==> config.mk <==
export PLATFORM = sky130hd
export DESIGN_NAME = dcd_ctrl
export DESIGN_NICKNAME = d
export VERILOG_FILES = /design/src/rtl/dcd_pkg.sv /design/src/rtl/dcd_ctrl.sv
export SDC_FILE = /design/constraint.sdc
export NUM_CORES = 1
export LEC_CHECK = 0
export ABC_AREA = 1
export BUFFER_PORTS_ARGS = -buffer_cell sky130_fd_sc_hd__buf_4
export CAP_MARGIN = 20
export CELL_PAD_IN_SITES_DETAIL_PLACEMENT = 0
export CELL_PAD_IN_SITES_GLOBAL_PLACEMENT = 2
export CORE_UTILIZATION = 20
export CTS_CLUSTER_DIAMETER = 120
export CTS_CLUSTER_SIZE = 28
export DETAILED_ROUTE_END_ITERATION = 10
export GPL_TIMING_DRIVEN = 0
export PLACE_DENSITY = 0.9
export RECOVER_POWER = 50
export SKIP_LAST_GASP = 1
export SLEW_MARGIN = 25
export SYNTH_ARGS = -nofsm -noshare
export SYNTH_HDL_FRONTEND = slang
export SYNTH_SLANG_ARGS = --single-unit
==> constraint.sdc <==
create_clock -name clk_i -period 2.7 [get_ports clk_i]
set_input_delay 0.54 -clock clk_i [delete_from_list [all_inputs] [get_ports clk_i]]
set_output_delay 0.54 -clock clk_i [all_outputs]
set_load 0.02 [all_outputs]
==> src/rtl/dcd_pkg.sv <==
// ----------------------------------------------------------------------------
// dcd_pkg
// Shared types and constants of the directed cycle detector: controller
// states, the command and status groups between controller and datapath,
// and the register map of the configuration port.
// ----------------------------------------------------------------------------
package dcd_pkg;

  localparam int unsigned PADDR_W = 3;
  localparam int unsigned PDATA_W = 32;
  localparam int unsigned NODE_COUNT_W = 7;
  localparam int unsigned NODE_FIELD_W = 6;

  localparam logic [PADDR_W-1:0] REG_NODE_COUNT = 3'd0;
  localparam logic [NODE_COUNT_W-1:0] NODE_COUNT_RESET = 7'd64;

  typedef enum logic [2:0] {
    ST_IDLE,
    ST_LOAD_WR,
    ST_SEARCH_INIT,
    ST_START,
    ST_ROW_RD,
    ST_STEP,
    ST_POP_RD,
    ST_DONE
  } state_e;

  typedef struct packed {
    logic accept;
    logic write_row;
    logic search_init;
    logic start_inc;
    logic push_start;
    logic load_row;
    logic cursor_inc;
    logic push_nbr;
    logic pop;
    logic load_top;
    logic found;
    logic finish;
  } dcd_cmd_t;

  typedef struct packed {
    logic edge_ok;
    logic in_last;
    logic last_q;
    logic start_done;
    logic start_visited;
    logic cur_done;
    logic cur_edge;
    logic cur_on_path;
    logic cur_visited;
    logic depth_one;
    logic out_busy;
  } dcd_sts_t;

endpackage

==> src/rtl/dcd_ctrl.sv <==
// ----------------------------------------------------------------------------
// dcd_ctrl
// Controller of the cycle detector: sequences edge loading, the iterative
// depth-first search and the hand-off of the result.
// ----------------------------------------------------------------------------
module dcd_ctrl
  import dcd_pkg::*;
(
  input  logic     clk_i,
  input  logic     rst_ni,
  input  logic     in_valid_i,
  output logic     in_ready_o,
  input  dcd_sts_t sts_i,
  output dcd_cmd_t cmd_o
);

  state_e state_q, state_d;

  always_ff @(posedge clk_i or negedge rst_ni) begin
    if (!rst_ni) begin
      state_q <= ST_IDLE;
    end else begin
      state_q <= state_d;
    end
  end

  always_comb begin
    state_d    = state_q;
    cmd_o      = '0;
    in_ready_o = 1'b0;
    unique case (state_q)
      ST_IDLE: begin
        in_ready_o = 1'b1;
        if (in_valid_i) begin
          cmd_o.accept = 1'b1;
          if (sts_i.edge_ok) begin
            state_d = ST_LOAD_WR;
          end else if (sts_i.in_last) begin
            state_d = ST_SEARCH_INIT;
          end
        end
      end
      ST_LOAD_WR: begin
        cmd_o.write_row = 1'b1;
        state_d = sts_i.last_q ? ST_SEARCH_INIT : ST_IDLE;
      end
      ST_SEARCH_INIT: begin
        cmd_o.search_init = 1'b1;
        state_d = ST_START;
      end
      ST_START: begin
        if (sts_i.start_done) begin
          state_d = ST_DONE;
        end else if (sts_i.start_visited) begin
          cmd_o.start_inc = 1'b1;
        end else begin
          cmd_o.push_start = 1'b1;
          state_d = ST_ROW_RD;
        end
      end
      ST_ROW_RD: begin
        cmd_o.load_row = 1'b1;
        state_d = ST_STEP;
      end
      ST_STEP: begin
        if (sts_i.cur_done) begin
          cmd_o.pop = 1'b1;
          if (sts_i.depth_one) begin
            cmd_o.start_inc = 1'b1;
            state_d = ST_START;
          end else begin
            state_d = ST_POP_RD;
          end
        end else if (sts_i.cur_edge && sts_i.cur_on_path) begin
          cmd_o.found = 1'b1;
          state_d = ST_DONE;
        end else if (sts_i.cur_edge && !sts_i.cur_visited) begin
          cmd_o.push_nbr = 1'b1;
          state_d = ST_ROW_RD;
        end else begin
          cmd_o.cursor_inc = 1'b1;
        end
      end
      ST_POP_RD: begin
        cmd_o.load_top = 1'b1;
        state_d = ST_ROW_RD;
      end
      ST_DONE: begin
        if (!sts_i.out_busy) begin
          cmd_o.finish = 1'b1;
          state_d = ST_IDLE;
        end
      end
      default: begin
        state_d = ST_IDLE;
      end
    endcase
  end

endmodule

## Yosys cells after proc, flatten, opt, wreduce, memory -nomap -nowiden

Index checks and enable logic that the tools add are counted.

- Add/subtract/negate cells: 0
- Multiply operators: 0
- Div/mod/pow operators: 0
- Order comparisons: 0
- Equal/unequal tests: 12
- Shift operators: 0
- Multiplexer cells: 37
- Bitwise operators: 0
- Reductions and logical operators: 5

Operator list:

| operator | number |
|---|---|
| $mux W3 | 11 |
| $pmux W3 S8 | 1 |
| $mux W1 | 20 |
| $eq A3 B3 Y1 const B | 4 |
| $mux W2 | 4 |
| $eq A3 B2 Y1 const B | 2 |
| $ne A3 B3 Y1 const B | 2 |
| $reduce_and A5 Y1 | 1 |
| $ne A2 B2 Y1 const B | 2 |
| $ne A4 B4 Y1 const B | 1 |
| $eq A3 B1 Y1 const B | 1 |
| $logic_not A3 Y1 | 1 |
| $logic_and A1 B1 Y1 | 2 |
| $pmux W1 S2 | 1 |
| $logic_not A1 Y1 | 1 |

- Flip-flop bits (word level): 3
- Bits in latches: 0
- Memory bits (writable): 0
- ROM bits: 0
- Input port bits: 14
- Output and inout port bits: 13
- Logic and storage cells: 55
- Memories: 0

## Longest topological paths before layout

Gate-level depths: netlist of run 1.

- Depth after elaboration: 6
- Gate-level depth with buffers: 10
- Mapped depth without buffers: 9

## Worst setup path before layout of run 1

No wires, ideal clock.

- Kind: input -> output
- Start: in sts_i[7] (netlist bit)
- End: out cmd_o[7] (netlist bit)
- Data arrival time: 1250 ps
- Setup slack: 910 ps
- Cell stages on the path: 1
- Path buffers: 0
- Cell sequence: nor4_1

- Cells in the longest elaborated chain, start to end: 2

Ends and longest elaborated chain:

| element | RTL line | text |
|---|---|---|
| start: declaration | dcd_ctrl.sv:13 | `input dcd_sts_t sts_i,` |
| $mux W2 | dcd_ctrl.sv:52 | `if (sts_i.start_done) begin` |
| $mux W1 | dcd_ctrl.sv:31 | `unique case (state_q)` |
| end: declaration | dcd_ctrl.sv:14 | `output dcd_cmd_t cmd_o` |

Every way passes these cells.

==> impl_metrics.json, run 1 <==
{
  "syn_nets": 90,
  "worstSetupPathType": "reg2out",
  "grt_pass1_vias": 530,
  "clockPowerShare": 0.125,
  "p_total_mw": 0.6325,
  "rsz0062_at_grt": "false",
  "cts_tree": "built",
  "cts_buffers": 3,
  "wl_met3_um": 61,
  "nets": 121,
  "power.density_nw_per_um2": 927.5,
  "r2r-end": "state_q[0]",
  "final_area_um2": 681.9,
  "synth_cell_types": 21,
  "drtIter0Drc": 9,
  "relSlewSlack": 0.7881,
  "hold_viol_final": 0,
  "dp_hpwl_mm": 1.044,
  "crit-reg2reg-launch": "state_q[1]",
  "irDropWorstVdd_v": 0.0004138,
  "p_comb_frac": 0.738,
  "crit_path_start": "state_q[1]",
  "yosys.area.top_type": "nand2_1",
  "cap_violations": 0,
  "drive_above_1_share": 0.3868,
  "crit_chain": "inv_1 > nand3_1 > o21ai_0 > buf_4",
  "grtUsageTotal": 0.1154,
  "die_x_um": 49.26,
  "placed_area_um2": 675.6,
  "reg_top3": "state_q (3)",
  "drcViolationCount": 0,
  "reg2reg_slack_ns": 1.19,
  "core_um2": 2022,
  "synth.top_cell.area_share": 0.1933,
  "endpoint": "cmd_o[8]",
  "reg2reg_depth": 6,
  "worstSkewPairLatency_ns": 0.23,
  "path_max_fanout": 7,
  "finalSetupTns_ns": 0,
  "die_y_um": 49.26,
  "p_sw_frac": 0.5355,
  "vias_per_cell": 4.218,
  "p_sw_mw": 0.3387,
  "final.min_clock_period_ns": 2.113,
  "ant_nets": 0,
  "clockBufferDepth": 2,
  "internal-power_mw": 0.2938,
  "syn_inst": 76,
  "drt_pass1_iterations": 4,
  "gp_congestion": 0.7431,
  "pin_count": 27,
  "wire_per_inst_um": 9.639,
  "outcome": "finished, final reports clean",
  "crit_path_end_kind": "primary output",
  "synth_seq_cells": 3,
  "setup_viol": 0,
  "seqPwrFrac": 0.137,
  "cts_max_level": 1,
  "worst_slew_pin_slew_ns": 0.3170,
  "crit_required_ns": 2.16,
  "vias": 561,
  "crit_arrival_ns": 1.57,
  "syn_area_um2": 446.7,
  "initial_core_util": 0.2209,
  "hold_class": "in2async",
  "ys_seq_area_frac": 0.1681,
  "syn2layout_area_growth_pct": 52.66,
  "grt_first_pass_wirelength_mm": 2.180,
  "critPathMaxStageDelay_ns": 0.44,
  "grt_max_degree": 11,
  "drv_slew": 0,
  "die_area_um2": 2427,
  "cpMaxStageDelayCell": "dfrtp_1",
  "regMostFlops": "state_q",
  "diodes": 0,
  "antenna_found_initial": 0,
  "grt_overflow": 0,
  "p_leak_nw": 0.3782,
  "synth_warnings": 0,
  "syn_avg_cell_area_um2": 5.877,
  "dp.cells": 129,
  "numPortBuffers": 26,
  "startpoint_type": "register",
  "wl_met1_um": 652,
  "cts_resized": 0,
  "synthTopCellsByArea": "nand2_1 19%, dfrtp_1 17%, nor2_4 7.6%",
  "root_buffer": "clkbuf_4",
  "cts_hold_buf": 0,
  "top_layer": "met3",
  "fmax_mhz": 473.3,
  "largest_reg_flops": 3,
  "fin_cells": 133,
  "met2_wirelength_um": 568,
  "clock-sinks": 3,
  "period_share": 0.7825,
  "path_clk_slew_ns": 0.04,
  "fin_worst_skew_ns": 0.0009720,
  "wl_mm": 1.282,
  "fillers": 238,
  "core.rowCount": 16,
  "cts_setup_buffers": 0
}
-- worst max-delay path: cells and delay by family, from the launching register on --
family / cells / cell delay, ns
DFF: 1 / 0.44
AOI/OAI and AO/OA: 1 / 0.27
buffers and inverters: 2 / 0.36
and+or+nand+nor: 1 / 0.27
-- power by group through the flow --
stage          Sequential (mW)  Clock [mW]  Combinational, mW
2_1_floorplan           0.0833           0              0.349
3_3_place_gp            0.0884           0              0.488
3_5_place_dp            0.0880           0              0.487
4_1_cts                 0.0875      0.0826              0.488
5_1_grt                 0.0901      0.0840              0.524
6_report                0.0864      0.0791              0.467
-- through the flow --
step | setup slack (ns) | hold WS (ns) | utilization
2_1_floorplan | 0.9101 | 0.2444 | -
3_3_place_gp | 0.9281 | 0.3275 | 0.3342
3_5_place_dp | 0.9236 | 0.3304 | 0.3342
4_1_cts | 0.7411 | 0.07913 | 0.3472
5_1_grt | 0.4531 | 0.1127 | 0.3373
6_report | 0.5872 | 0.1057 | 0.3373
-- synthesized netlist by cell type --
master	count
nor3_1	6
nand2_4	1
nand4_1	2
nor2_2	3
nand2_2	4
inv_1	7
o211ai_1	1
nand2_1	23
nor4_1	1
nor2_4	3
nand3_2	1
buf_6	1
buf_4	1
nor2_1	7
nand3_1	4
o21ai_2	1
a21oi_1	2
inv_2	3
o21ai_0	1
clkinv_1	1
dfrtp_1	3
-- layout make-up --
cell class	count	area [µm²]	share of cell area
clock buffer	4	26.28	0.03853
buffer	2	18.77	0.02752
timing repair buffer	26	183.9	0.2697
sequential	3	75.07	0.1101
multi-input combinational	60	302.8	0.4440
tap	27	33.78	0.04954
inverter	11	41.29	0.06055
-- routing by layer --
layer,vias up,track usage
met2,21,0.1712
met1,240,0.1636
met3,0,0.009346
met5,-,0
li1,300,-
met4,0,0.05882
-- cell usage in the layout (no fill, tap or decap), drive strengths merged --
| master | instances |
|---|---|
| o21ai | 2 |
| clkinv | 1 |
| nor3 | 6 |
| dfrtp | 3 |
| nand3 | 5 |
| nor2 | 13 |
| nor4 | 1 |
| nand2 | 28 |
| inv | 10 |
| buf | 25 |
| clkbuf | 7 |
| a21oi | 2 |
| nand4 | 2 |
| o211ai | 1 |
-- how the worst min path moves through the flow --
| stage | from | end | slack (ns) | depth (start not counted) |
|---|---|---|---|---|
| floorplan | rst_ni | state_q[0] | 0.24 | 0 |
| global placement | rst_ni | state_q[0] | 0.33 | 1 |
| detailed placement | rst_ni | state_q[1] | 0.33 | 1 |
| CTS | rst_ni | state_q[1] | 0.08 | 1 |
| global route | rst_ni | state_q[1] | 0.11 | 1 |
| finish | rst_ni | state_q[2] | 0.11 | 1 |
-- cells by family after synthesis --
logic type             count (synthesis)  synth area share
buffers and inverters                 13            0.1345
AND/OR/NAND/NOR                       55            0.6275
AO/OA/AOI/OAI                          5           0.07003
flip-flops                             3            0.1681
No activity file was read; power rests on OpenSTA's default activity.
==> run 2, diff against run 1 <==
--- a/config.mk
+++ b/config.mk
@@ -10,12 +10,12 @@
 export CAP_MARGIN = 20
 export CELL_PAD_IN_SITES_DETAIL_PLACEMENT = 0
 export CELL_PAD_IN_SITES_GLOBAL_PLACEMENT = 2
-export CORE_UTILIZATION = 20
+export CORE_UTILIZATION = 19
 export CTS_CLUSTER_DIAMETER = 120
 export CTS_CLUSTER_SIZE = 28
 export DETAILED_ROUTE_END_ITERATION = 10
 export GPL_TIMING_DRIVEN = 0
-export PLACE_DENSITY = 0.9
+export PLACE_DENSITY = 0.86
 export RECOVER_POWER = 50
 export SKIP_LAST_GASP = 1
 export SLEW_MARGIN = 25
==> constraint.sdc (replaced) <==
create_clock -name clk_i -period 2.2 [get_ports clk_i]
set_input_delay 0.44 -clock clk_i [delete_from_list [all_inputs] [get_ports clk_i]]
set_output_delay 0.44 -clock clk_i [all_outputs]
set_load 0.02 [all_outputs]
==> impl_metrics.json, run 2 (synthesis results as in run 1) <==
{
  "clockBufferDepth": 2,
  "reg_top3": "state_q (3)",
  "outcome": "finished, final reports clean",
  "wl_mm": 1.255,
  "drt_pass1_iterations": 3,
  "cpMaxStageDelayCell": "dfrtp_1",
  "initial_core_util": 0.2019,
  "numPortBuffers": 26,
  "grt_overflow": 0,
  "die_y_um": 50.49,
  "final.min_clock_period_ns": 1.881,
  "dp_hpwl_mm": 1.040,
  "crit_arrival_ns": 1.44,
  "drcViolationCount": 0,
  "hold_viol_final": 0,
  "crit_family": "flip-flops",
  "root_buffer": "clkbuf_4",
  "grt_pass1_vias": 528,
  "grtUsageTotal": 0.1076,
  "final_cell_mix": "24 x buf_4, 23 x nand2_1, 8 x inv_1",
  "worstSetupPathType": "reg2out",
  "setup_viol": 0,
  "drive_above_1_share": 0.3925,
  "cap_violations": 0,
  "drv_slew": 0,
  "nets": 122,
  "core_um2": 2212,
  "grt_first_pass_wirelength_mm": 2.090,
  "die_x_um": 50.49,
  "path_clk_slew_ns": 0.04,
  "finalSetupTns_ns": 0,
  "worstSkewPairLatency_ns": 0.23,
  "vias": 571,
  "pin_count": 27,
  "crit_chain": "inv_1 > nand3_2 > o21ai_0 > buf_4",
  "fmax_mhz": 531.6,
  "startpoint_type": "register",
  "cts_resized": 0,
  "worst_slew_pin_slew_ns": 0.2436,
  "period_share": 0.8550,
  "cp_num_buf_inv": 2,
  "diodes": 0,
  "largest_reg_flops": 3,
  "antenna_found_initial": 0,
  "hold_class": "in2reg",
  "grt_max_degree": 11,
  "fin_worst_skew_ns": 0.001266,
  "met2_wirelength_um": 584,
  "core.rowCount": 17,
  "relSlewSlack": 0.8361,
  "cts_buffers": 3,
  "cts_max_level": 1,
  "drtIter0Drc": 15,
  "path_max_fanout": 7,
  "wire_per_inst_um": 9.296,
  "gp_congestion": 0.6948,
  "vias_per_cell": 4.230,
  "fillers": 254,
  "dp.cells": 130,
  "clock-sinks": 3,
  "die_area_um2": 2549,
  "syn2layout_area_growth_pct": 56.30,
  "crit_required_ns": 1.76,
  "top_layer": "met3",
  "ant_nets": 0,
  "reg2reg_slack_ns": 0.80,
  "wl_met3_um": 72,
  "power.density_nw_per_um2": 1117,
  "regMostFlops": "state_q",
  "p_leak_nw": 0.3830,
  "final_common_cell": "buf_4",
  "rsz0062_at_grt": "false",
  "fin_cells": 135,
  "cts_tree": "built",
  "wl_met1_um": 598,
  "holdWs_ns": 0.4544,
  "critPathMaxStageDelay_ns": 0.45,
  "crit_path_end_kind": "primary output",
  "irDropWorstVdd_v": 0.0003605
}
-- run 2: per-layer routing --
layer,track usage,vias to the layer above
met5,0,-
li1,-,302
met3,0.02121,0
met4,0.04167,0
met2,0.1867,23
met1,0.1289,246
-- run 2: repair_timing --
action,4_1_cts,5_1_grt
hold buffers,1,0
setup buffers,0,0
hold endpoints to repair,3,0
-- run 2: power by group --
part	internal (mW)	total (mW)	switching, mW
combinational	0.211	0.577	0.366
clock	0.0680	0.0967	0.0287
sequential	0.0838	0.106	0.0224
-- run 2: layout make-up --
class	instances	area, µm²	share of cell area
plain buffers	2	18.77	0.02688
clock buffers	4	26.28	0.03763
inverters	11	41.29	0.05914
multi-input cells	60	307.8	0.4409
flip-flops and latches	3	75.07	0.1075
well taps	28	35.03	0.05018
repair buffers	27	193.9	0.2778
-- run 2: final timing paths --
check,cells past startpoint,start,to
setup / recovery,4,state_q[1],cmd_o[8]
hold / removal,3,sts_i[0],state_q[2]
setup reg to reg,6,state_q[1],state_q[0]
hold reg to reg,3,state_q[0],state_q[0]
max in group asynchronous,2,rst_ni,state_q[1]
min in group asynchronous,2,rst_ni,state_q[0]
-- run 2: stage by stage --
step | setup slack [ns] | total power, mW | utilization | area, µm²
2_1_floorplan | 0.5209 | 0.5312 | - | 446.7
3_3_place_gp | 0.6305 | 0.7035 | 0.3060 | 676.9
3_5_place_dp | 0.6143 | 0.7052 | 0.3060 | 676.9
4_1_cts | 0.3604 | 0.8079 | 0.3224 | 713.2
5_1_grt | 0.1945 | 0.8591 | 0.3156 | 698.2
6_report | 0.3190 | 0.7800 | 0.3156 | 698.2
-- run 2: tightest hold or removal path, stage by stage --
cell     delay, ns
buf_4         0.10
a21oi_1       0.06
nand2_1       0.06
